$ cat src/adi_pkg.sv
// ----------------------------------------------------------------------------
// adi_pkg - shared types and constants for the decimal string parser
// Character codes, parser phases and the structs passed between modules.
// ----------------------------------------------------------------------------
package adi_pkg;

  localparam int unsigned CHAR_W  = 8;
  localparam int unsigned MAG_W   = 31;
  localparam int unsigned VALUE_W = 32;
  localparam int unsigned DIGIT_W = 4;
  // magnitude * 10 + digit fits in this many bits
  localparam int unsigned ACC_W   = MAG_W + 4;

  localparam logic [CHAR_W-1:0] CH_NUL   = 8'h00;
  localparam logic [CHAR_W-1:0] CH_TAB   = 8'h09;
  localparam logic [CHAR_W-1:0] CH_LF    = 8'h0A;
  localparam logic [CHAR_W-1:0] CH_VT    = 8'h0B;
  localparam logic [CHAR_W-1:0] CH_FF    = 8'h0C;
  localparam logic [CHAR_W-1:0] CH_CR    = 8'h0D;
  localparam logic [CHAR_W-1:0] CH_SPACE = 8'h20;
  localparam logic [CHAR_W-1:0] CH_PLUS  = 8'h2B;
  localparam logic [CHAR_W-1:0] CH_MINUS = 8'h2D;
  localparam logic [CHAR_W-1:0] CH_ZERO  = 8'h30;
  localparam logic [CHAR_W-1:0] CH_NINE  = 8'h39;

  typedef enum logic [1:0] {
    PH_SKIP   = 2'd0,
    PH_SIGN   = 2'd1,
    PH_DIGITS = 2'd2,
    PH_WAIT   = 2'd3
  } phase_t;

  typedef struct packed {
    logic               is_nul;
    logic               is_ws;
    logic               is_plus;
    logic               is_minus;
    logic               is_digit;
    logic [DIGIT_W-1:0] digit;
  } char_class_t;

  typedef struct packed {
    phase_t           phase;
    logic             negative;
    logic [MAG_W-1:0] magnitude;
  } parse_state_t;

  typedef struct packed {
    logic               ok;
    logic [VALUE_W-1:0] value;
  } parse_result_t;

endpackage

$ cat src/ascii_decimal_to_int32_unit.sv
// ----------------------------------------------------------------------------
// ascii_decimal_to_int32_unit - streaming ASCII decimal to int32 parser
// Registers each byte, runs one parser step and registers the result.
// ----------------------------------------------------------------------------
// Usage:
//   Input channel in_valid/in_ready/in_ch carries one character per beat;
//   a NUL byte ends each string. Leading whitespace and one sign are taken,
//   then digits up to the first non-digit, which produces one result beat
//   on out_valid/out_ready with out_ok and out_value (zero when out_ok is 0).
//   Missing digits and magnitudes above 2147483647 give out_ok = 0.
//   Bytes after a decision are dropped up to and including the next NUL.
//   Path: a deciding byte reaches out_valid through two register stages
//   (input byte, then result). Throughput: one byte per cycle while the
//   result channel does not stall; each step is a constant multiply-add
//   and compare on the 31-bit magnitude between the two registers.
//   Stall: when a result waits and out_ready is low, the held byte does not
//   advance and in_ready drops once the input register is full; no beat is
//   lost. Reset (rst_n low, synchronous) empties both registers and returns
//   the parser to skipping whitespace.
// ----------------------------------------------------------------------------
module ascii_decimal_to_int32_unit
  import adi_pkg::*;
(
  input  logic                      clk,
  input  logic                      rst_n,
  input  logic                      in_valid,
  output logic                      in_ready,
  input  logic [CHAR_W-1:0]         in_ch,
  output logic                      out_valid,
  input  logic                      out_ready,
  output logic                      out_ok,
  output logic signed [VALUE_W-1:0] out_value
);

  logic              stage_v_r;
  logic [CHAR_W-1:0] stage_ch_r;
  parse_state_t      state_r;
  parse_state_t      state_nxt;
  logic              out_v_r;
  parse_result_t     res_r;
  parse_result_t     res_nxt;
  char_class_t       cls;
  logic              emit;
  logic              advance;

  // the held byte steps only when the result register can take a beat
  assign advance  = stage_v_r && (!out_v_r || out_ready);
  assign in_ready = !stage_v_r || advance;

  adi_classify u_classify (
    .ch  (stage_ch_r),
    .cls (cls)
  );

  adi_step u_step (
    .cur  (state_r),
    .cls  (cls),
    .nxt  (state_nxt),
    .emit (emit),
    .res  (res_nxt)
  );

  always_ff @(posedge clk) begin
    if (!rst_n) begin
      stage_v_r <= 1'b0;
    end else if (in_ready) begin
      stage_v_r <= in_valid;
    end
  end

  always_ff @(posedge clk) begin
    if (in_ready && in_valid) begin
      stage_ch_r <= in_ch;
    end
  end

  always_ff @(posedge clk) begin
    if (!rst_n) begin
      state_r.phase     <= PH_SKIP;
      state_r.negative  <= 1'b0;
      state_r.magnitude <= '0;
    end else if (advance) begin
      state_r <= state_nxt;
    end
  end

  always_ff @(posedge clk) begin
    if (!rst_n) begin
      out_v_r <= 1'b0;
    end else if (advance) begin
      out_v_r <= emit;
    end else if (out_ready) begin
      out_v_r <= 1'b0;
    end
  end

  always_ff @(posedge clk) begin
    if (advance && emit) begin
      res_r <= res_nxt;
    end
  end

  assign out_valid = out_v_r;
  assign out_ok    = res_r.ok;
  assign out_value = res_r.value;

endmodule

$ cat src/adi_classify.sv
// ----------------------------------------------------------------------------
// adi_classify - character classifier
// Sorts one byte into NUL, whitespace, sign or digit and extracts the digit.
// ----------------------------------------------------------------------------
module adi_classify
  import adi_pkg::*;
(
  input  logic [CHAR_W-1:0] ch,
  output char_class_t       cls
);

  always_comb begin
    cls.is_nul   = (ch == CH_NUL);
    cls.is_ws    = (ch == CH_SPACE) || (ch == CH_TAB) || (ch == CH_LF) ||
                   (ch == CH_CR) || (ch == CH_VT) || (ch == CH_FF);
    cls.is_plus  = (ch == CH_PLUS);
    cls.is_minus = (ch == CH_MINUS);
    cls.is_digit = (ch >= CH_ZERO) && (ch <= CH_NINE);
    // low nibble of '0'..'9' is the digit value
    cls.digit    = ch[DIGIT_W-1:0];
  end

endmodule

$ cat src/adi_step.sv
// ----------------------------------------------------------------------------
// adi_step - parser step logic
// Computes the next parser state and the optional result for one byte.
// ----------------------------------------------------------------------------
module adi_step
  import adi_pkg::*;
(
  input  parse_state_t  cur,
  input  char_class_t   cls,
  output parse_state_t  nxt,
  output logic          emit,
  output parse_result_t res
);

  logic [ACC_W-1:0] acc;
  logic             overflow;
  logic             decide;
  logic             good;

  // magnitude * 10 + digit as two shifted adds
  assign acc = {1'b0, cur.magnitude, 3'b000} + {3'b000, cur.magnitude, 1'b0}
             + {{(ACC_W-DIGIT_W){1'b0}}, cls.digit};
  assign overflow = (acc[ACC_W-1:MAG_W] != '0);

  // decision: a result goes out on this byte
  always_comb begin
    decide = 1'b0;
    good   = 1'b0;
    unique case (cur.phase)
      PH_SKIP: begin
        decide = !cls.is_ws && !cls.is_plus && !cls.is_minus && !cls.is_digit;
      end
      PH_SIGN: begin
        decide = !cls.is_digit;
      end
      PH_DIGITS: begin
        decide = !cls.is_digit || overflow;
        good   = !cls.is_digit;
      end
      PH_WAIT: begin
        decide = 1'b0;
      end
      default: begin
        decide = 1'b0;
      end
    endcase
  end

  // next state
  always_comb begin
    nxt = cur;
    if (decide) begin
      if (cls.is_nul) begin
        nxt.phase     = PH_SKIP;
        nxt.negative  = 1'b0;
        nxt.magnitude = '0;
      end else begin
        nxt.phase = PH_WAIT;
      end
    end else begin
      unique case (cur.phase)
        PH_SKIP: begin
          if (cls.is_plus || cls.is_minus) begin
            nxt.negative = cls.is_minus;
            nxt.phase    = PH_SIGN;
          end else if (cls.is_digit) begin
            nxt.magnitude = {{(MAG_W-DIGIT_W){1'b0}}, cls.digit};
            nxt.phase     = PH_DIGITS;
          end
        end
        PH_SIGN: begin
          nxt.magnitude = {{(MAG_W-DIGIT_W){1'b0}}, cls.digit};
          nxt.phase     = PH_DIGITS;
        end
        PH_DIGITS: begin
          nxt.magnitude = acc[MAG_W-1:0];
        end
        PH_WAIT: begin
          if (cls.is_nul) begin
            nxt.phase     = PH_SKIP;
            nxt.negative  = 1'b0;
            nxt.magnitude = '0;
          end
        end
        default: begin
          nxt = cur;
        end
      endcase
    end
  end

  // outputs
  always_comb begin
    emit      = decide;
    res.ok    = good;
    res.value = '0;
    if (good) begin
      res.value = cur.negative ? (VALUE_W'(0) - {1'b0, cur.magnitude})
                               : {1'b0, cur.magnitude};
    end
  end

endmodule

$ cat config.mk
export PLATFORM = sky130hd
export DESIGN_NAME = ascii_decimal_to_int32_unit
export DESIGN_NICKNAME = d
export VERILOG_FILES = /design/src/adi_pkg.sv /design/src/ascii_decimal_to_int32_unit.sv /design/src/adi_classify.sv /design/src/adi_step.sv
export SDC_FILE = /design/constraint.sdc
export NUM_CORES = 1
export LEC_CHECK = 0
export ABC_AREA = 1
export BUFFER_PORTS_ARGS = -buffer_cell sky130_fd_sc_hd__buf_2
export CORE_ASPECT_RATIO = 0.9
export CORE_MARGIN = 2
export CORE_UTILIZATION = 66
export DETAILED_ROUTE_END_ITERATION = 8
export GPL_TIMING_DRIVEN = 0
export PLACE_DENSITY = 0.86
export REMOVE_ABC_BUFFERS = 1
export SLEW_MARGIN = 25
export SYNTH_ARGS = -nofsm -noshare
export SYNTH_HDL_FRONTEND = slang
export SYNTH_SLANG_ARGS = --single-unit
$ cat constraint.sdc
create_clock -name clk -period 10.5 [get_ports clk]
set_clock_uncertainty 0.05 [all_clocks]
set_input_delay 3.15 -clock clk [delete_from_list [all_inputs] [get_ports clk]]
set_output_delay 3.15 -clock clk [all_outputs]
set_load 0.05 [all_outputs]
---- Word level (Yosys, flattened, before mapping) ----
Cells that the tools add are included.
storage, ports and cells
  register bits ........................... 77
  input port bits ......................... 12
operators by class
  $add $sub $neg .......................... 3
  magnitude comparators ................... 2
  equal/unequal tests ..................... 18
  mux-type cells .......................... 17
  reductions and logical operators ........ 32
operator list
  kind                   count
  $pmux 31 s4            1
  $mux 31                3
  $mux 34                2
  $eq 8x4->1 const B     5
  $add 34x32->35         1
  $add 35x4->35          1
  $mux 32                1
  $sub 1x31->32 const A  1
  $eq 8x6->1 const B     3
  $reduce_and 5->1       2
  $logic_or 1x1->1       9
  $ge 8x6->1 const B     1
  $le 8x6->1 const B     1
  $logic_not 8->1        1
  $reduce_bool 4->1      2
  $logic_and 1x1->1      7
  $logic_not 1->1        6
  $mux 2                 3
  $ne 3x2->1 const B     2
  $ne 3x3->1 const B     2
  $pmux 2 s3             1
  $eq 2x2->1 const B     2
  $mux 1                 4
  $ne 2x2->1 const B     2
  9 further kinds        9

---- Depth between registers and ports, before layout ----
  word-level depth ........................ 13
  mapped depth ............................ 24

---- Hierarchy ----
Synthesis repeated with hierarchy kept, for this count alone.
unflattened totals
  cells, all modules ...................... 1316
  area total of the unflattened synthesis .. 7983.9 µm²
modules (own cells, without submodules)
  module                       times used  cells each  area an instance (µm²)  seq. area each (µm²)
  adi_step                     1           1003        4933.5                  0.0
  ascii_decimal_to_int32_unit  1           280         2899.0                  1951.9
  adi_classify                 1           33          151.4                   0.0

---- Worst setup path after synthesis ----
OpenSTA, ideal clock, no wires.
  kind .................................... input to output
  from .................................... input port out_ready
  to ...................................... output port in_ready
  arrival time ............................ 3.610 ns
  data required time ...................... 7.300 ns
  slack ................................... 3.690 ns
  stages .................................. 2
  buffers on the path ..................... 0
  cells stage by stage .................... inv_1 -> nand3_1
between the ends
  longest elaborated chain between the ends .. 3
RTL lines
  what               RTL line                           source
  start, declared    ascii_decimal_to_int32_unit.sv:30  input logic out_ready,
  $logic_or 1x1->1   ascii_decimal_to_int32_unit.sv:47  assign advance = stage_v_r && (!out_v_r || out_ready);
  $logic_and 1x1->1  ascii_decimal_to_int32_unit.sv:47
  $logic_or 1x1->1   ascii_decimal_to_int32_unit.sv:48  assign in_ready = !stage_v_r || advance;
  end, declared      ascii_decimal_to_int32_unit.sv:27  output logic in_ready,
No other way between the ends.

---- Final worst setup path ----
Same ends and word-level chain as after synthesis.

==> flow_summary_export.csv <==
group,metric,value,unit
worst_setup_path,worst-path-buf-inv,3,
worst_setup_path,worstPathRequired,7300,ps
worst_hold_path,min_path_cells,2,
synthesis,synthSimpleGateAreaFrac,31.52,%
global_route,grt_pass1_wl,23.78,mm
worst_setup_path,end_kind,"output pin",
worst_setup_path,path_common_cell,"buf_2",
floorplan,rows,33,
clock_tree,cts_hold_buf,0,
detailed_routing,drt-initial-drc-count,257,
timing,fmax,0.1464,GHz
power,power_density,104.9,mW/mm²
timing,fin_crit_sh,65.07,%
worst_setup_path,crit_arrival,3630,ps
layout,multi_input_comb_area,0.003690,mm²
floorplan,start_util,68.00,%
worst_setup_path,path_cells,"buf_2 -> inv_1 -> nand3_1 -> buf_2",
synthesis,yosysTopAreaCellShare,19.84,%
timing,worstMarginPinSlew,1050,ps
global_route,grtUsageTotal,29.21,%
synthesis,synth_warnings,0,
power,p_int,493.8,µW
clock_tree,numCtsBuffers,9,
detailed_routing,routedWlPerCell,13.21,µm
clock_tree,cts-resized-gates,0,
worst_setup_path,start_kind,"input port",
power,seqPwrFrac,47.6,%
timing,hold_viol,0,
worst_setup_path,crit_family,"buffers and inverters",
synthesis,synth_ff_type,"edfxtp_1",
timing,setup_tns,0,ps
synthesis,syn_area,0.006205,mm²
synthesis,yosys.area_share.adder,13.15,%
detailed_routing,viasPerCell,5.424,
worst_hold_path,hold_end,"out_valid",
layout,regArea,0.001952,mm²
placed_design,portBuffers,46,
placed_design,place_congestion,0.9345,
clock_tree,clk_pin_slew_worst_paths,80,ps
worst_hold_path,min_from,"out_valid",
layout,syn2layout_area_growth,8.752,%
power,combPwrFrac,15.9,%
global_route,grt_pass1_vias,5326,
worst_setup_path,r2r_slack,6540,ps
detailed_routing,drt-total-wl,14.19,mm
power,switchingPower,214.2,µW
layout,fillers,801,
layout,final_cell_mix,"nand2_1, nor2_1, inv_1",
synthesis,synth-edff-count,41,
worst_hold_path,worstHoldPathType,"flip-flop to flip-flop",
global_route,grt_start_max_net_pins,62,
floorplan,core_area,0.009125,mm²
clock_tree,cts.sinks,77,
synthesis,synth-seq-cells,77,
timing,rsz0062_at_grt,"false",
clock_tree,clk_latency,370,ps
clock_tree,htree_levels,3,
floorplan,dieArea,0.01019,mm²
worst_setup_path,reg2reg_depth,17,
worst_setup_path,path_max_fanout,3,
layout,final_cells,1074,
global_route,antenna_found_initial,0,
synthesis,synthMuxAreaShare,0,%
timing,period_minus_slack,6833,ps
layout,fin_nets,1023,
detailed_routing,drt_pass1_iterations,5,
synthesis,yosys.area.top_type,"edfxtp_1",
synthesis,synth_area_leaders,"edfxtp_1, nand2_1, ha_1, dfxtp_1, nor2_1",
power,switching_share,30.25,%
placed_design,dp.cells,1058,
detailed_routing,num_vias,5825,
timing,drv_slew,0,
synthesis,synth_seq_area_share,31.46,%
synthesis,postSynthCellCount,906,
global_route,gr-total-overflow,0,
synthesis,synth-compound-area-share,10.87,%
status,status,"completed",
worst_setup_path,slowest_stage,"buf_2",
floorplan,die_w,106.2,µm
clock_tree,postCtsSetupBuffers,0,
detailed_routing,drc_errors,0,
worst_setup_path,criticalPathCategory,"input port to output pin",
clock_tree,clock_path_buffers,2,
power,irDropWorstVdd,99.67,µV
layout,final_design_area_no_fill,0.006748,mm²
power,leakagePower,3.580,nW
layout,final_common_cell,"nand2_1",
clock_tree,root_buffer,"clkbuf_8",
synthesis,syn_area_per_cell,6.848,µm²
worst_setup_path,r2r-start,"state_r[0]",
synthesis,async_reset_ff_share,0,%
placed_design,dpl_cell_area,0.006525,mm²
synthesis,synth.distinct_cells,45,
worst_setup_path,crit_start,"out_ready",
layout,final_core_util,73.95,%
power,finalPower,708.0,µW
worst_setup_path,cpPeakStageDelay,270,ps
synthesis,synth_xor_area_share,3.811,%
floorplan,ioPinCount,47,
floorplan,die_h,95.99,µm
synthesis,synth_top_family_by_area,"simple AND/OR/NAND/NOR gates",
timing,slew_headroom,29.93,%
timing,setup-violations-final,0,
layout,drive_above_1_share,8.508,%
placed_design,dp_hpwl,10.25,mm
power,p_clk_share,36.5,%
worst_setup_path,r2r-end,"out_value[14]",
run,cap_violations,0,
detailed_routing,ant_nets,0,
layout,diodes,0,
clock_tree,cts_tree,"done",
-- area by class of cell --
type                    count  share of cell area, %
clock inverters             7                  1.465
multi-input cells         686                  54.68
inverters                 126                  7.009
repair buffers             47                  3.820
clock buffers               9                  1.836
flip-flops and latches     77                  28.93
well taps                 122                  2.262
-- how the worst max path moves through the flow --
| stage | cells after the start | end | slack, ps |
|---|---|---|---|
| 2_1_floorplan | 2 | in_ready | 3690 |
| 3_3_place_gp | 4 | in_ready | 3670 |
| 3_5_place_dp | 4 | in_ready | 3670 |
| 4_1_cts | 4 | in_ready | 3670 |
| 5_1_grt | 4 | in_ready | 3630 |
| 6_report | 4 | in_ready | 3670 |
-- Yosys cell counts, types with 2 or more instances --
| master | number |
|---|---|
| nor4_1 | 5 |
| o21a_1 | 2 |
| a31oi_1 | 5 |
| nor3_2 | 3 |
| nand3_1 | 25 |
| ha_1 | 62 |
| nand4_1 | 5 |
| nand3b_1 | 2 |
| o21ai_0 | 31 |
| buf_6 | 4 |
| inv_1 | 124 |
| nor2_1 | 155 |
| xor2_1 | 11 |
| dfxtp_1 | 36 |
| nor3_1 | 19 |
| nand2_2 | 5 |
| clkbuf_1 | 10 |
| xnor2_1 | 16 |
| nand3_4 | 2 |
| o21ai_1 | 6 |
| a22oi_1 | 2 |
| o21bai_1 | 4 |
| nand2_1 | 237 |
| fa_1 | 2 |
| and2_1 | 2 |
| buf_2 | 3 |
| and3_1 | 4 |
| a21oi_1 | 67 |
| edfxtp_1 | 41 |
-- power by group through the flow --
stage / combinational, mW / sequential [mW] / clock (mW)
2_1_floorplan: 0.0598 / 0.362 / 0
3_3_place_gp: 0.106 / 0.344 / 0
3_5_place_dp: 0.110 / 0.343 / 0
4_1_cts: 0.112 / 0.337 / 0.260
5_1_grt: 0.123 / 0.338 / 0.272
6_report: 0.113 / 0.337 / 0.259
-- stage by stage --
stage	setup slack (ps)	hold slack, ps
3_5_place_dp	3670	462.1
4_1_cts	3666	481.1
5_1_grt	3632	506.5
2_1_floorplan	3690	445.6
6_report	3667	486.1
3_3_place_gp	3670	454.2
-- worst register-to-register path: stages (launching register included) --
cell      delay (ps)
dfxtp_1          400
inv_1            130
fa_1             560
fa_1             510
o21bai_1         280
nand2_1           90
nand2_1          140
nand2_1           70
nand2_1          170
nand2_1           80
nand2_1           70
nor2_1            40
nand2_1          100
nand2_2           70
nand2_4          100
nand2_1          130
nor2_4           440
buf_16           230
-- logic make-up after synthesis --
kind of cell / Yosys count
DFF: 77
and+or+nand+nor: 470
xor gates and xnor gates: 27
AOI/OAI and AO/OA: 125
buffers and inverters: 143
adders and majority gates: 64
-- sequential cells by signal, indices dropped and copies added (netlist names) --
name and cells:
out_ok 1, state_r 34, stage_v_r 1, out_valid 1, out_value 32, stage_ch_r 8
-- layer usage --
metal  share of wire [%]  global-route usage [%]
met3                 5.7                   5.349
met4                 2.5                   11.95
met2                  46                   49.41
met5                   0                       0
met1                  46                   37.20
No activity file was read; power rests on OpenSTA's default activity.
